--- config.mk ---
export PLATFORM = sky130hd
export DESIGN_NAME = ehc_fifo
export DESIGN_NICKNAME = d
export VERILOG_FILES = /design/src/sv/ehc_pkg.sv /design/src/sv/ehc_fifo.sv
export SDC_FILE = /design/constraint.sdc
export NUM_CORES = 1
export LEC_CHECK = 0
export ABC_AREA = 0
export BUFFER_PORTS_ARGS = -buffer_cell sky130_fd_sc_hd__buf_2
export CORE_ASPECT_RATIO = 0.5
export CORE_MARGIN = 1
export CORE_UTILIZATION = 45
export CTS_CLUSTER_DIAMETER = 200
export DETAILED_ROUTE_END_ITERATION = 8
export GPL_TIMING_DRIVEN = 0
export PLACE_DENSITY = 0.7
export SLEW_MARGIN = 20
export SYNTH_ARGS = -nofsm -noshare
export SYNTH_HDL_FRONTEND = slang
export SYNTH_SLANG_ARGS = --single-unit
--- constraint.sdc ---
create_clock -name clk -period 3.1 [get_ports clk]
set_clock_uncertainty 0.1 [all_clocks]
set_input_delay 0.155 -clock clk [delete_from_list [all_inputs] [get_ports clk]]
set_output_delay 0.155 -clock clk [all_outputs]
set_load 0.005 [all_outputs]
--- src/sv/ehc_pkg.sv ---
// Shared types and constants for the energy histogram event classifier.
package ehc_pkg;

  // Histogram geometry (BIN_COUNT in 256..65536)
  localparam int BIN_COUNT = 16384;
  localparam int ADDR_W    = $clog2(BIN_COUNT);
  // Width that holds any energy or read index plus the bin count itself
  localparam int IDX_W     = 17;

  // Field widths
  localparam int ENERGY_W  = 16;
  localparam int FLAGS_W   = 32;
  localparam int RBIN_W    = 14;
  localparam int CNT_W     = 32;
  localparam int CLS_W     = 2;

  // Command queue between front and back (depth must be a power of two)
  localparam int QDEPTH    = 2;
  localparam int QPTR_W    = $clog2(QDEPTH);

  // Item modes
  localparam logic MODE_RECORD = 1'b0;
  localparam logic MODE_READ   = 1'b1;

  // Event classes
  typedef enum logic [CLS_W-1:0] {
    CLS_NONE      = 2'd0,
    CLS_PILEUP    = 2'd1,
    CLS_SATURATED = 2'd2,
    CLS_CLEAN     = 2'd3
  } cls_t;

  // Decoded command handed from front to back
  typedef struct packed {
    logic              is_read;
    logic              in_range;
    logic [ADDR_W-1:0] addr;
    cls_t              cls;
  } cmd_t;

  // Back-end sequencer states
  typedef enum logic [1:0] {
    B_CLEAR,
    B_IDLE,
    B_LOOKUP
  } back_state_t;

endpackage

--- src/sv/ehc_fifo.sv ---
// Short command queue between the front and back ends.
module ehc_fifo (
  input  logic                  clk,
  input  logic                  rst,
  input  logic                  push,
  input  ehc_pkg::cmd_t         push_cmd,
  output logic                  full,
  input  logic                  pop,
  output logic                  q_valid,
  output ehc_pkg::cmd_t         q_cmd
);

  ehc_pkg::cmd_t                entries [ehc_pkg::QDEPTH];
  logic [ehc_pkg::QPTR_W-1:0]   wr_ptr;
  logic [ehc_pkg::QPTR_W-1:0]   rd_ptr;
  logic [ehc_pkg::QPTR_W:0]     count;

  assign full    = (count == (ehc_pkg::QPTR_W+1)'(ehc_pkg::QDEPTH));
  assign q_valid = (count != '0);
  assign q_cmd   = entries[rd_ptr];

  // Storage
  always_ff @(posedge clk) begin
    if (push) begin
      entries[wr_ptr] <= push_cmd;
    end
  end

  // Pointers and fill count
  always_ff @(posedge clk) begin
    if (rst) begin
      wr_ptr <= '0;
      rd_ptr <= '0;
      count  <= '0;
    end else begin
      if (push) begin
        wr_ptr <= wr_ptr + 1'b1;
      end
      if (pop) begin
        rd_ptr <= rd_ptr + 1'b1;
      end
      unique case ({push, pop})
        2'b10:   count <= count + 1'b1;
        2'b01:   count <= count - 1'b1;
        default: count <= count;
      endcase
    end
  end

endmodule

Yosys cells after proc, flatten, opt, wreduce, memory -nomap -nowiden
Memory sizes are Yosys's and may differ from the RTL's. A register that Yosys moved wholly into a read port is not among the register bits.
Cells that the tools add are included.
{"block": "totals", "reg_bits": 4, "ram_bits": 36, "input_bits": 22, "output_inout_bits": 20, "elab_cells": 18, "mem_count": 1}
{"name": "entries", "depth": 2, "width": 18, "read_ports": 1, "rd_ports_with_merged_regs": 1, "write_ports": 1, "line_no": "ehc_fifo.sv:13", "text": "ehc_pkg::cmd_t entries [ehc_pkg::QDEPTH];"}
{"block": "classes", "n_addsub": 4, "eq_ne": 3, "muxes": 5, "n_reduce_logical": 2}
{"operator": "2-bit equality test, second input constant", "count": 2}
{"operator": "1-bit 2-to-1 mux", "count": 4}
{"operator": "2-bit case mux with 2 select lines", "count": 1}
{"operator": "2-bit nonzero test", "count": 2}
{"operator": "1-bit adder, second input constant", "count": 2}
{"operator": "2-bit by 1-bit adder with 2-bit output, second input constant", "count": 1}
{"operator": "2-bit by 1-bit equality test with 1-bit output, second input constant", "count": 1}
{"operator": "2-bit by 1-bit subtractor with 2-bit output, second input constant", "count": 1}

Logic depth before layout (Yosys ltp)
{"block": "depth", "ltp_word": 3, "mapped_depth": 5}

Worst setup path before layout
No wires, ideal clock.
{"block": "synth_timing", "path_kind": "reg2reg", "from": "register wr_ptr", "to": "memory entries[0][0] (netlist name), enable pin", "t_arrival_ns": 1.107, "required_time_ns": 2.607, "setup_slack_ns": 1.500, "stages_incl_launch_ff": 2, "path_buffers": 0, "cell_sequence": "dfxtp_1 -> nor2_1"}
{"element": "start: declaration", "line_no": "ehc_fifo.sv:14", "text": "logic [ehc_pkg::QPTR_W-1:0] wr_ptr;"}
{"element": "start signal: assignment", "line_no": "ehc_fifo.sv:37", "text": "wr_ptr <= wr_ptr + 1'b1;"}
{"element": "end: declaration", "line_no": "ehc_fifo.sv:13"}
No word-level cell before the write port.

==> qor.csv <==
metric;value;unit
status;complete, no violations;
Worst R2R Setup Slack;1.55;ns
Port-buffer cells;41;
dpl ws;1.534;ns
Critical Path Max Stage Delay;0.37;ns
vias in the first global route;848;
Critical Path AT;1.52;ns
initial antenna violation count;0;
Starting Density;48.78;%
Die H;42.88;um
top cell type's share of synthesized area;71.88;%
#FFs+latches synth;41;
top cells by count, synth;36 x edfxtp_1, 18 x mux2_2, 5 x dfxtp_1, 5 x nor2_1, 3 x xnor2_1;
clk buf depth;2;
DRT Wirelength;2569;um
antenna-violating nets left;0;
count leader, synth;edfxtp_1;
crit share post-route;57.36;%
critical hold path startpoint;push;
share of cells above drive strength 1;48.98;%
dominant synthesized flop cell;edfxtp_1;
Reg-to-Reg Start;wr_ptr;
post-synthesis sequential area ratio;78.54;%
Setup TNS Final;0;ns
Distinct cells, synth;16;
total CTS buffers;5;
crit path max fanout;10;
# IOs;42;
Synth area leaders;edfxtp_1 72%, mux2_2 13%, dfxtp_1 6.7%;
Clk Latency, worst-skew pair;0.28;ns
worst setup margin;1.322;ns
RSZ-0062 raised after global routing;false;
Final Wtd Congestion;0.6415;
Post-Syn Area;0.001504;mm2
Core Area;0.003083;mm2
post-synth top area cell;edfxtp_1;
power density cells;551.4;mW/mm2
Slowest-stage cell, CP;mux2_2;
Remaining DRCs;0;
hpwl dp;1499;um
synth-to-layout area growth;36.02;%
Worst setup SP type;flip-flop;
Max Cap Viol;0;
pin count of the biggest net entering global routing;19;
wire per inst;13.74;um
post-route minimum period;1.778;ns
Fin. Hold Viols;0;
CP bufs+invs;3;
clock-pin slew on the worst setup and hold paths;0.07;ns
EDFF count, synth;36;
nets@finish;169;
Cell Rows;14;
via count;875;
Sequential Area;0.001181;mm2
global-route wire length before repair;4029;um
multi-input logic area;309.0;um2
Pwr Total;1128;uW
die area;0.003591;mm2
synthesized area per cell;19.28;um2
FMAX;0.5624;GHz
syn_nets;101;
drt via density;4.679;
# H-tree levels;2;
CTS resizes;0;
GRT Residual Overflow;0;
Syn Inst Count;78;
cell mode on critical path;buf_2;
DRT Pass-1 Iters;4;
Leak Pwr;0.0007998;uW
crit path kind;flip-flop to output pin;
root cell of the clock tree;clkbuf_8;
Final Max Slew Viols;0;
Req. time, crit path;2.84;ns
Relative slew margins;44.90;%
share of synthesized registers carrying an async set or reset;0;%
drt initial violations;60;
CTS tree;built;
final setup fails;0;
CP top delay family;buffers and inverters;
GRT Util Overall;15.84;%
worst path cell trace;buf_4 > buf_2 > mux2_2 > buf_2;
Slew @ Worst Pin;0.8265;ns
Filler Cell Count;218;
# diodes;0;
Yosys warning count;0;
VDD IR max;0.3073;mV
CTS sink cnt;41;
Hold Path Class;input pin to flip-flop;
Die W;83.76;um
Setup crit end kind;output pin;
[repair_timing]
item / in CTS / in global routing
endpoints found under the hold margin: 41 / 0
hold buffers: 19 / 0
buffers inserted: 0 / 0
[area by class of cell]
cell class / count / share of cell area (%)
flip-flops and latches: 41 / 57.74
clock buffers: 6 / 3.547
well taps: 40 / 2.446
clock inverters: 2 / 0.4893
multi-input cells: 34 / 15.11
inverters: 1 / 0.1835
repair buffers: 61 / 19.88
plain buffers: 2 / 0.6116
[layout by cell type, fill, tap and decap left out, drive strengths merged, types with 2 or more instances in the layout]
master,Yosys,layout
clkinv,0,2
dlygate4sd3,0,19
xnor2,3,3
edfxtp,36,36
buf,2,44
clkbuf,0,6
dfxtp,5,5
mux2,18,18
nor2,5,5
[where the power goes]
part / total, uW / leakage [uW] / switching (uW) / internal, uW
logic: 151 / 0.000375 / 63.5 / 87.0
clock network: 325 / 0.0000450 / 169 / 156
registers: 652 / 0.000379 / 11.8 / 641
[sequential cells by signal, indices dropped and copies added, names as in the netlist, named ones only]
signal / count
wr_ptr: 1
rd_ptr: 1
entries: 36
count: 2
[metrics by stage]
stage               cells  hold WS, ns  util (%)  instance area [um2]
global route          187      0.03831     66.36                 2046
global placement      159       0.2434     57.06                 1759
detailed placement    160       0.2466     57.51                 1773
CTS                   187      0.02999     66.36                 2046
floorplan              78       0.1241         -                 1504
finish                187      0.04038     66.36                 2046
[tightest hold or removal path: stages]
cell     delay, ns
buf_2         0.11
xnor2_1       0.06
nor2_1        0.07
[worst paths after layout]
path	to	cells after the start
max reg2reg	entries[1][2]	1
min reg2reg	count[1]	2
min	wr_ptr	3
max	q_cmd[13]	4
[metal layers]
layer  GRT usage, %  part of all wire, %
met4          7.119                 0.90
met3          7.393                  5.4
met5              0                    0
met1          18.57                   44
met2          25.37                   50
[logic make-up (layout without fill, tap and decap cells)]
kind of cell | count (synthesis) | count (layout) | share of synthesized area (%)
DFF | 41 | 41 | 78.54
muxes | 18 | 18 | 13.48
and+or+nand+nor | 9 | 9 | 3.079
xor gates and xnor gates | 4 | 4 | 2.330
buffers and inverters | 3 | 72 | 1.081
AOI/OAI and AO/OA | 2 | 2 | 0.6649
adders and majority gates | 1 | 1 | 0.8318
(Power assumes the default switching activity.)
