[src/sv/ehc_pkg.sv]
// Shared types and constants for the energy histogram event classifier.
package ehc_pkg;

  // Histogram geometry (BIN_COUNT in 256..65536)
  localparam int BIN_COUNT = 16384;
  localparam int ADDR_W    = $clog2(BIN_COUNT);
  // Width that holds any energy or read index plus the bin count itself
  localparam int IDX_W     = 17;

  // Field widths
  localparam int ENERGY_W  = 16;
  localparam int FLAGS_W   = 32;
  localparam int RBIN_W    = 14;
  localparam int CNT_W     = 32;
  localparam int CLS_W     = 2;

  // Command queue between front and back (depth must be a power of two)
  localparam int QDEPTH    = 2;
  localparam int QPTR_W    = $clog2(QDEPTH);

  // Item modes
  localparam logic MODE_RECORD = 1'b0;
  localparam logic MODE_READ   = 1'b1;

  // Event classes
  typedef enum logic [CLS_W-1:0] {
    CLS_NONE      = 2'd0,
    CLS_PILEUP    = 2'd1,
    CLS_SATURATED = 2'd2,
    CLS_CLEAN     = 2'd3
  } cls_t;

  // Decoded command handed from front to back
  typedef struct packed {
    logic              is_read;
    logic              in_range;
    logic [ADDR_W-1:0] addr;
    cls_t              cls;
  } cmd_t;

  // Back-end sequencer states
  typedef enum logic [1:0] {
    B_CLEAR,
    B_IDLE,
    B_LOOKUP
  } back_state_t;

endpackage

[src/sv/ehc_if.sv]
// Input and output channel interfaces of the energy histogram event classifier.
interface ehc_in_if;
  logic                          valid;
  logic                          ready;
  logic                          mode;
  logic [ehc_pkg::ENERGY_W-1:0]  energy;
  logic [ehc_pkg::FLAGS_W-1:0]   flags;
  logic [ehc_pkg::RBIN_W-1:0]    read_bin;

  modport source (output valid, mode, energy, flags, read_bin, input ready);
  modport sink   (input valid, mode, energy, flags, read_bin, output ready);
endinterface


[src/sv/ehc_front.sv]
// Front end: accepts items, classifies flags and decodes the bin address.
module ehc_front (
  ehc_in_if.sink                in_ch,
  input  logic                  clearing,
  input  logic                  q_full,
  output logic                  push,
  output ehc_pkg::cmd_t         cmd
);

  localparam logic [3:0] TOP_PILE_A = 4'hC;
  localparam logic [3:0] TOP_PILE_B = 4'h8;
  localparam logic [3:0] MID_SAT    = 4'h4;
  localparam logic [3:0] LOW_SAT    = 4'h8;
  localparam logic [3:0] TOP_CLEAN  = 4'h4;
  localparam logic [3:0] MID_CLEAN  = 4'h4;

  logic [3:0]                   top_nib;
  logic [3:0]                   mid_nib;
  logic [3:0]                   low_nib;
  ehc_pkg::cls_t                cls;
  logic [ehc_pkg::IDX_W-1:0]    energy_ext;
  logic [ehc_pkg::IDX_W-1:0]    rbin_ext;
  logic [ehc_pkg::IDX_W-1:0]    idx;

  // Flag classification, first match wins
  assign top_nib = in_ch.flags[15:12];
  assign mid_nib = in_ch.flags[11:8];
  assign low_nib = in_ch.flags[7:4];

  always_comb begin
    priority if (top_nib == TOP_PILE_A || top_nib == TOP_PILE_B) begin
      cls = ehc_pkg::CLS_PILEUP;
    end else if (mid_nib == MID_SAT || low_nib == LOW_SAT) begin
      cls = ehc_pkg::CLS_SATURATED;
    end else if (top_nib == TOP_CLEAN || mid_nib == MID_CLEAN) begin
      // mid test is shadowed by the saturated rule; kept as specified
      cls = ehc_pkg::CLS_CLEAN;
    end else begin
      cls = ehc_pkg::CLS_NONE;
    end
  end

  // Bin index and range check
  assign energy_ext = ehc_pkg::IDX_W'(in_ch.energy);
  assign rbin_ext   = ehc_pkg::IDX_W'(in_ch.read_bin);
  assign idx        = (in_ch.mode == ehc_pkg::MODE_READ) ? rbin_ext : energy_ext;

  always_comb begin
    cmd.is_read  = (in_ch.mode == ehc_pkg::MODE_READ);
    cmd.in_range = (idx < ehc_pkg::IDX_W'(ehc_pkg::BIN_COUNT));
    cmd.addr     = idx[ehc_pkg::ADDR_W-1:0];
    cmd.cls      = cmd.is_read ? ehc_pkg::CLS_NONE : cls;
  end

  // Handshake: hold off during the histogram clear and when the queue is full
  assign in_ch.ready = !q_full && !clearing;
  assign push        = in_ch.valid && in_ch.ready;

endmodule

[src/flat_wrapper.sv]
// flat-port wrapper written by rule: the top's interface ports become plain ports
module ehc_front_flat 
  (clearing, q_full, push, cmd, in_ch_valid, in_ch_mode, in_ch_energy, in_ch_flags, in_ch_read_bin, in_ch_ready);
  ehc_in_if in_ch_i ();
  input  logic clearing;
  input  logic q_full;
  output logic push;
  output ehc_pkg::cmd_t cmd;
  input wire logic [$bits(in_ch_i.valid)-1:0] in_ch_valid;
  input wire logic [$bits(in_ch_i.mode)-1:0] in_ch_mode;
  input wire logic [$bits(in_ch_i.energy)-1:0] in_ch_energy;
  input wire logic [$bits(in_ch_i.flags)-1:0] in_ch_flags;
  input wire logic [$bits(in_ch_i.read_bin)-1:0] in_ch_read_bin;
  output wire logic [$bits(in_ch_i.ready)-1:0] in_ch_ready;
  assign in_ch_i.valid = in_ch_valid;
  assign in_ch_i.mode = in_ch_mode;
  assign in_ch_i.energy = in_ch_energy;
  assign in_ch_i.flags = in_ch_flags;
  assign in_ch_i.read_bin = in_ch_read_bin;
  assign in_ch_ready = in_ch_i.ready;
  ehc_front u_core (.in_ch(in_ch_i), .clearing(clearing), .q_full(q_full), .push(push), .cmd(cmd));
endmodule
[config.mk]
export PLATFORM = sky130hd
export DESIGN_NAME = ehc_front_flat
export DESIGN_NICKNAME = d
export VERILOG_FILES = /design/src/sv/ehc_pkg.sv /design/src/sv/ehc_if.sv /design/src/sv/ehc_front.sv /design/src/flat_wrapper.sv
export SDC_FILE = /design/constraint.sdc
export NUM_CORES = 1
export LEC_CHECK = 0
export BUFFER_PORTS_ARGS = -buffer_cell sky130_fd_sc_hd__buf_2
export CAP_MARGIN = 20
export CORE_MARGIN = 2
export CORE_UTILIZATION = 22
export DETAILED_ROUTE_END_ITERATION = 7
export MAX_ROUTING_LAYER = met4
export PLACE_DENSITY_LB_ADDON = 0.12
export SLEW_MARGIN = 20
export SYNTH_ARGS = -nofsm -noshare
export SYNTH_HDL_FRONTEND = slang
export SYNTH_SLANG_ARGS = --single-unit
[constraint.sdc]
create_clock -name vclk -period 1.6
set_input_delay 0.24 -clock vclk [all_inputs]
set_output_delay 0.24 -clock vclk [all_outputs]
set_load 0.02 [all_outputs]
After elaboration in Yosys (flattened, before gate mapping)
Cells that the tools add are included. W data, S select, Z words.

Register bits after elaboration: 0. Logic and storage cells: 18. Bits of input ports: 66. Output and inout bits: 20.

Equal/unequal tests: 5. Order comparisons: 1. Multiplexer cells: 5. Reductions and logical operators: 7.

Operators by type and width (count): $lt A17 B15 Y1 const B (1); $mux W16 (1); $eq A4 B4 Y1 const B (3); $eq A4 B3 Y1 const B (2); $mux W2 (4); $logic_or A1 B1 Y1 (3); $logic_and A1 B1 Y1 (2); $logic_not A1 Y1 (2).

Depth between registers and ports, before layout
Gate-level depths: netlist (run 1).

Depth in word-level cells: 6. Depth in mapped cells: 4. Mapped depth without buffers: 3.

Least setup slack after synthesis (run 1)
OpenSTA, ideal clock, no wires.

Path kind: input -> output. Start: input port in_ch_flags[5]. End: output port cmd[1] in the netlist's numbering. Slack: 0.361 ns. Stages on the path: 3. Data required time: 1.360 ns. Arrival: 0.999 ns. Cells stage by stage: nor4b_4 -> nor2_1 -> a221oi_2.

RTL lines: start: declaration (RTL line flat_wrapper.sv:12) `input wire logic [$bits(in_ch_i.flags)-1:0] in_ch_flags;`; end: declaration (RTL line flat_wrapper.sv:8) `output ehc_pkg::cmd_t cmd;`.

==> results_tabular.tex, run 1 <==
\begin{tabular}{lr}
\hline
Metric & Value \\
\hline
\multicolumn{2}{l}{\textbf{Floorplan}} \\
\quad Initial Util & 23.3\% \\
\quad Horizontal die dimension & 40.9 microns \\
\quad Die height & 40.9 microns \\
\quad I/O pins & 86 \\
\quad Full die area & 0.00167 sq mm \\
\quad Core Box Area & 0.00128 sq mm \\
\quad Number of rows in the core area & 13 \\
\multicolumn{2}{l}{\textbf{Global route}} \\
\quad Pin count of the biggest net entering global routing & 19 \\
\quad Wire length of the first global-routing pass & 1.27 mm \\
\quad GR peak layer & met2 \\
\quad Routing usage on met2 & 20.3\% \\
\quad Met1 track demand over resource in global routing & 14.1\% \\
\quad Met3 Use GR & 0.543\% \\
\quad Antenna violations before repair & 0 \\
\quad Via count of the first global-routing pass & 319 \\
\quad Total grt overflow & 0 \\
\quad Global-route usage over all layers & 11.1\% \\
\multicolumn{2}{l}{\textbf{Drt}} \\
\quad Total via count after detailed routing & 468 \\
\quad Post-route DRC & 0 \\
\quad DR iter-0 viols & 1 \\
\quad Per-cell via count in the routed design & 4.37 \\
\quad DRT Pass-1 Iters & 2 \\
\quad Antenna Violating Nets Remaining & 0 \\
\quad Avg WL per Cell & 10.0 microns \\
\quad Sum of routed wire length over all layers & 1.07 mm \\
\multicolumn{2}{l}{\textbf{Worst hold path}} \\
\quad Worst hold-check path type & input pin to output port \\
\quad Hold path startpoint & q\_full \\
\quad Number of cells on the worst hold path & 3 \\
\quad Endpoint of the worst hold path & in\_ch\_ready \\
\multicolumn{2}{l}{\textbf{Layout}} \\
\quad Most common cell after layout, fill and taps aside & sky130\_fd\_sc\_hd\_\_buf\_2 \\
\quad Count of fill cells added during filler insertion & 132 \\
\quad Number of clock buffer instances in the layout & 0 \\
\quad Fraction of layout cells with a size suffix above 1 & 89.1\% \\
\quad Synth-to-layout area growth & 107\% \\
\quad Sequential cell count & 0 \\
\quad Most frequent cells in the layout & 66 x sky130\_fd\_sc\_hd\_\_buf\_2, 13 x sky130\_fd\_sc\_hd\_\_mux2\_2, 3 x sky130\_fd\_sc\_hd\_\_nor2\_1 \\
\quad Antenna diode count & 0 \\
\quad Net total in the final layout & 160 \\
\quad Storage cell area & 0 sq um \\
\quad Footprint of the multi-input gates & 269 sq um \\
\multicolumn{2}{l}{\textbf{Setup path}} \\
\quad Worst path arrival time & 1.13 ns \\
\quad Critical Path Sink Type & output port \\
\quad Crit start category & input pin \\
\quad Endpoint required time on the critical path & 1.36 ns \\
\quad Crit Path Category & input pin to output port \\
\quad Largest driver fanout on the critical path & 2 \\
\multicolumn{2}{l}{\textbf{Power and ir drop}} \\
\quad Internal portion of total power & 0.0000956 W \\
\quad Maximum vdd ir drop & 0.126 mV \\
\quad Logic gate share of total power & 100.0\% \\
\quad Switching power share of the total & 49.3\% \\
\quad Switching power summed over all nets & 0.0000931 W \\
\quad Share of total power in sequential cells & 0\% \\
\quad Leakage power summed over all cells & 0.353 nW \\
\quad Total power divided by cell area & 305 mW/mm\^{}2 \\
\quad Total power after layout & 0.000189 W \\
\quad Fraction of power consumed by the clock network & 0\% \\
\multicolumn{2}{l}{\textbf{Timing}} \\
\quad Setup-violating endpoint count in the final report & 0 \\
\quad Measured slew at the worst slew-check pin & 0.357 ns \\
\quad Timing-limited maximum frequency & 732 MHz \\
\quad Normalized max-slew margin & 76.2\% \\
\quad Final worst path period share & 85.3\% \\
\quad Accumulated negative setup slack & 0 ns \\
\quad Setup repair after global routing missed its margin & no \\
\quad Final Hold Vio Count & 0 \\
\quad Max-slew violations & 0 \\
\quad Final min period & 1.37 ns \\
\multicolumn{2}{l}{\textbf{Yosys}} \\
\quad Netlist area before placement & 299 sq um \\
\quad Mean cell area of the mapped netlist & 10.3 sq um \\
\quad Total number of yosys warnings & 0 \\
\quad Proportion of synthesized chip area in sequential cells & 0\% \\
\quad Post-synthesis cell count & 29 \\
\quad Post-Syn Nets & 95 \\
\quad Count of unique library cells instantiated by Yosys & 13 \\
\multicolumn{2}{l}{\textbf{Placement}} \\
\quad Hpwl dp & 997 microns \\
\quad Buffers added on ports & 66 \\
\quad Gp weighted congestion & 0.703 \\
\multicolumn{2}{l}{\textbf{CTS}} \\
\quad Buffers inserted during post-CTS setup optimization & 0 \\
\quad Post-CTS Hold Fix Bufs & 0 \\
\quad Number of gates given a new drive strength after cts & 0 \\
\multicolumn{2}{l}{\textbf{Run}} \\
\quad Max-cap viol count & 0 \\
\multicolumn{2}{l}{\textbf{Outcome}} \\
\quad Status & complete, no violations \\
\hline
\end{tabular}
[worst max-delay path: stages]
cell,delay [ns]
sky130_fd_sc_hd__buf_2,0.11
sky130_fd_sc_hd__nor4b_4,0.28
sky130_fd_sc_hd__nor2_1,0.09
sky130_fd_sc_hd__a221oi_2,0.21
sky130_fd_sc_hd__buf_2,0.20
[worst max-delay path by stage]
stage                   start  endpoint  cells after the start  slack (ns)
3_3_place_gp   in_ch_flags[5]    cmd[1]                      5        0.24
5_1_grt        in_ch_flags[5]    cmd[1]                      5        0.12
3_5_place_dp   in_ch_flags[9]    cmd[1]                      5        0.23
6_report       in_ch_flags[5]    cmd[1]                      5        0.23
4_1_cts        in_ch_flags[9]    cmd[1]                      5        0.23
2_1_floorplan  in_ch_flags[5]    cmd[1]                      3        0.36
[routing by layer]
layer	share of wire (%)	wire length (microns)
met4	0	0
met5	0	0
met2	49	525
met1	35	380
met3	15	164
[through the flow]
stage	util [%]	instances	instance area (sq um)	setup slack (ns)	hold slack, ns
after floorplan	-	29	299	0.361	0.560
after global placement	48.1	107	618	0.237	0.732
after detailed placement	48.1	107	618	0.231	0.735
after CTS	48.1	107	618	0.231	0.735
after global routing	48.1	107	618	0.122	0.762
final	48.1	107	618	0.235	0.734
[synth_stat cells]
master                     number  area (sq um)
sky130_fd_sc_hd__buf_6          2          22.5
sky130_fd_sc_hd__mux2_1         1          11.3
sky130_fd_sc_hd__nor3b_1        1          7.51
sky130_fd_sc_hd__buf_4          1          7.51
sky130_fd_sc_hd__o21bai_1       1          7.51
sky130_fd_sc_hd__and2_1         1          6.26
sky130_fd_sc_hd__o21a_1         1          7.51
sky130_fd_sc_hd__nand2_1        1          3.75
sky130_fd_sc_hd__mux2_2        13           146
sky130_fd_sc_hd__nor3_1         1          5.00
sky130_fd_sc_hd__nor2_1         3          11.3
sky130_fd_sc_hd__a221oi_2       1          15.0
sky130_fd_sc_hd__nor4b_4        2          47.6
[cells by family (layout without fill, tap and decap cells)]
logic type	count (synthesis)	after routing	share of synthesized area, %
AO/OA/AOI/OAI	3	3	10.0
multiplexers	14	14	52.7
AND/OR/NAND/NOR	9	9	27.2
buffers and inverters	3	66	10.0
[layout make-up]
| class | instances | area share [%] |
|---|---|---|
| multi-input cells | 26 | 43.5 |
| well taps | 15 | 3.04 |
| repair buffers | 66 | 53.4 |
[power groups by stage]
stage	Combinational [W]	Sequential, W	Clock [W]
floorplan	0.000106	0	0
global placement	0.000189	0	0
detailed placement	0.000190	0	0
CTS	0.000191	0	0
global route	0.000205	0	0
finish	0.000189	0	0
(Power assumes the default switching activity.)
==> run 2: changes to the inputs <==
--- a/config.mk
+++ b/config.mk
@@ -12,6 +12,7 @@
 export DETAILED_ROUTE_END_ITERATION = 7
 export MAX_ROUTING_LAYER = met4
 export PLACE_DENSITY_LB_ADDON = 0.12
+export SETUP_SLACK_MARGIN = 0.5
 export SLEW_MARGIN = 20
 export SYNTH_ARGS = -nofsm -noshare
 export SYNTH_HDL_FRONTEND = slang
==> run 2 against run 1 <==
Hold slack better by 0.0016 ns. Worst setup slack better by 0.025 ns. Count of clock-buffer cells in the layout unchanged. Sequential share of layout area unchanged. Power up 19%. Die area unchanged. Fmax up 1.9%. Combinational power up 19%. Critical endpoint unchanged. Largest cell class unchanged. Highest routed layer unchanged.
==> results_tabular.tex, run 2 (synthesis results as in run 1) <==
\begin{tabular}{lr}
\hline
Metric & Value \\
\hline
\multicolumn{2}{l}{\textbf{Worst hold path}} \\
\quad Number of cells on the worst hold path & 3 (unchanged) \\
\quad Worst hold-check path type & input pin to output port \\
\multicolumn{2}{l}{\textbf{Drt}} \\
\quad Post-route DRC & 0 (unchanged) \\
\quad DRT Pass-1 Iters & 2 (unchanged) \\
\quad DR iter-0 viols & 2 (+1) \\
\quad Total via count after detailed routing & 466 (-0.43\%) \\
\quad Sum of routed wire length over all layers & 1.17 mm (+9.1\%) \\
\quad Avg WL per Cell & 10.8 microns (+8.0\%) \\
\quad Antenna Violating Nets Remaining & 0 (unchanged) \\
\quad Per-cell via count in the routed design & 4.31 (-1.3\%) \\
\multicolumn{2}{l}{\textbf{Placement}} \\
\quad Cell area after placement & 651 sq um (+5.3\%) \\
\quad Gp weighted congestion & 0.740 (+5.3\%) \\
\quad Hpwl dp & 991 microns (-0.68\%) \\
\quad Buffers added on ports & 66 (unchanged) \\
\multicolumn{2}{l}{\textbf{Setup path}} \\
\quad Largest driver fanout on the critical path & 2 (unchanged) \\
\quad Worst path arrival time & 1.10 ns (-0.03 ns) \\
\quad Endpoint required time on the critical path & 1.36 ns (about the same) \\
\quad Critical Path Sink Type & output port \\
\quad Crit Path Category & input pin to output port \\
\quad Crit start category & input pin \\
\multicolumn{2}{l}{\textbf{Layout}} \\
\quad Final standard cell utilization of the core & 56.9\% (+8.8 points) \\
\quad Synth-to-layout area growth & 144\% \\
\quad Most common cell after layout, fill and taps aside & sky130\_fd\_sc\_hd\_\_buf\_2 \\
\quad Number of clock buffer instances in the layout & 0 (unchanged) \\
\quad Fraction of layout cells with a size suffix above 1 & 92.5\% (+3.3 points) \\
\quad Count of fill cells added during filler insertion & 104 (-21\%) \\
\quad Sequential cell count & 0 (unchanged) \\
\quad Antenna diode count & 0 (unchanged) \\
\quad Net total in the final layout & 161 (+0.63\%) \\
\quad Post-route cell area & 731 sq um (+18\%) \\
\quad Most frequent cells in the layout & 59 x sky130\_fd\_sc\_hd\_\_buf\_2, 7 x sky130\_fd\_sc\_hd\_\_mux2\_4, 7 x sky130\_fd\_sc\_hd\_\_mux2\_2 \\
\quad Storage cell area & 0 sq um (unchanged) \\
\quad Footprint of the multi-input gates & 302 sq um (+12\%) \\
\multicolumn{2}{l}{\textbf{Global route}} \\
\quad Antenna violations before repair & 0 (unchanged) \\
\quad Via count of the first global-routing pass & 360 (+13\%) \\
\quad Total grt overflow & 0 (unchanged) \\
\quad Wire length of the first global-routing pass & 1.42 mm (+12\%) \\
\quad Pin count of the biggest net entering global routing & 10 (-9) \\
\quad Global-route usage over all layers & 12.4\% (+1.3 points) \\
\multicolumn{2}{l}{\textbf{Timing}} \\
\quad Max-slew violations & 0 (unchanged) \\
\quad Setup-violating endpoint count in the final report & 0 (unchanged) \\
\quad Timing-limited maximum frequency & 746 MHz (+1.9\%) \\
\quad Final min period & 1.34 ns (-0.0252 ns) \\
\quad Accumulated negative setup slack & 0 ns (unchanged) \\
\quad Measured slew at the worst slew-check pin & 0.214 ns (-0.143 ns) \\
\quad Setup repair after global routing missed its margin & yes \\
\quad Final worst path period share & 83.7\% (-1.6 points) \\
\quad Final Hold Vio Count & 0 (unchanged) \\
\quad Normalized max-slew margin & 85.7\% (+9.5 points) \\
\multicolumn{2}{l}{\textbf{Floorplan}} \\
\quad Number of rows in the core area & 13 (unchanged) \\
\quad Die height & 40.9 microns (unchanged) \\
\quad I/O pins & 86 (unchanged) \\
\quad Core Box Area & 0.00128 sq mm (unchanged) \\
\quad Full die area & 0.00167 sq mm (unchanged) \\
\quad Horizontal die dimension & 40.9 microns (unchanged) \\
\quad Initial Util & 23.3\% (unchanged) \\
\multicolumn{2}{l}{\textbf{Power and ir drop}} \\
\quad Logic gate share of total power & 100.0\% (about the same) \\
\quad Total power divided by cell area & 307 mW/mm\^{}2 (+0.66\%) \\
\quad Fraction of power consumed by the clock network & 0\% (unchanged) \\
\quad Share of total power in sequential cells & 0\% (unchanged) \\
\quad Switching power share of the total & 43.6\% (-5.8 points) \\
\quad Leakage power summed over all cells & 0.416 nW (+18\%) \\
\quad Maximum vdd ir drop & 0.132 mV (+5.1\%) \\
\quad Internal portion of total power & 0.000127 W (+33\%) \\
\quad Switching power summed over all nets & 0.0000978 W (+5.0\%) \\
\multicolumn{2}{l}{\textbf{Outcome}} \\
\quad Status & complete, no violations \\
\multicolumn{2}{l}{\textbf{CTS}} \\
\quad Post-CTS Hold Fix Bufs & 0 (unchanged) \\
\multicolumn{2}{l}{\textbf{Run}} \\
\quad Max-cap viol count & 0 (unchanged) \\
\hline
\end{tabular}
## run 2: cell count changes in the layout (fill, tap and decap cells not counted), moves of 2 or more
cell and change:
sky130_fd_sc_hd__buf_6 +4, sky130_fd_sc_hd__buf_16 +2, sky130_fd_sc_hd__mux2_2 -6, sky130_fd_sc_hd__buf_2 -7, sky130_fd_sc_hd__mux2_4 +7, sky130_fd_sc_hd__buf_4 +2
## run 2: power by group through the flow
stage,sequential (W),clock (W),combinational [W]
after floorplan,0,0,0.000117
after global placement,0,0,0.000201
after detailed placement,0,0,0.000203
after CTS,0,0,0.000227
after global routing,0,0,0.000241
final,0,0,0.000224
## run 2: final cells by class
class / instances / share of cell area (%)
multi-input combinational: 26 / 41.3
timing repair buffer: 67 / 56.2
tap: 15 / 2.57
## run 2: final timing paths
check	startpoint	endpoint
setup / recovery	in_ch_flags[4]	cmd[1]
hold / removal	q_full	in_ch_ready
## run 2: routing by layer
metal	routed length, microns	track usage, %	vias up	part of all wire [%]
met4	0	0	0	0
met5	0	-	-	0
met1	444	15.1	187	38
li1	-	-	238	-
met2	549	23.4	41	47
met3	174	0.543	0	15
## run 2: metrics by stage
| stage | total power [W] | hold slack [ns] | instances | setup WS (ns) |
|---|---|---|---|---|
| after floorplan | 0.000117 | 0.560 | 29 | 0.361 |
| after global placement | 0.000201 | 0.731 | 107 | 0.195 |
| after detailed placement | 0.000203 | 0.737 | 107 | 0.197 |
| after CTS | 0.000227 | 0.737 | 108 | 0.242 |
| after global routing | 0.000241 | 0.740 | 108 | 0.190 |
| final | 0.000224 | 0.736 | 108 | 0.260 |
## run 2: worst max-delay path, cell delays in order
cell and delay [ns]:
sky130_fd_sc_hd__buf_2 0.11, sky130_fd_sc_hd__nor4b_4 0.26, sky130_fd_sc_hd__nor2_1 0.09, sky130_fd_sc_hd__a221oi_2 0.22, sky130_fd_sc_hd__buf_4 0.18
## run 2: what timing repair did
item	in CTS	in global routing
gates cloned	1	0
buffers inserted	0	0
pin swaps	4	3
gates resized for setup	13	0
endpoints found under the setup margin	18	2
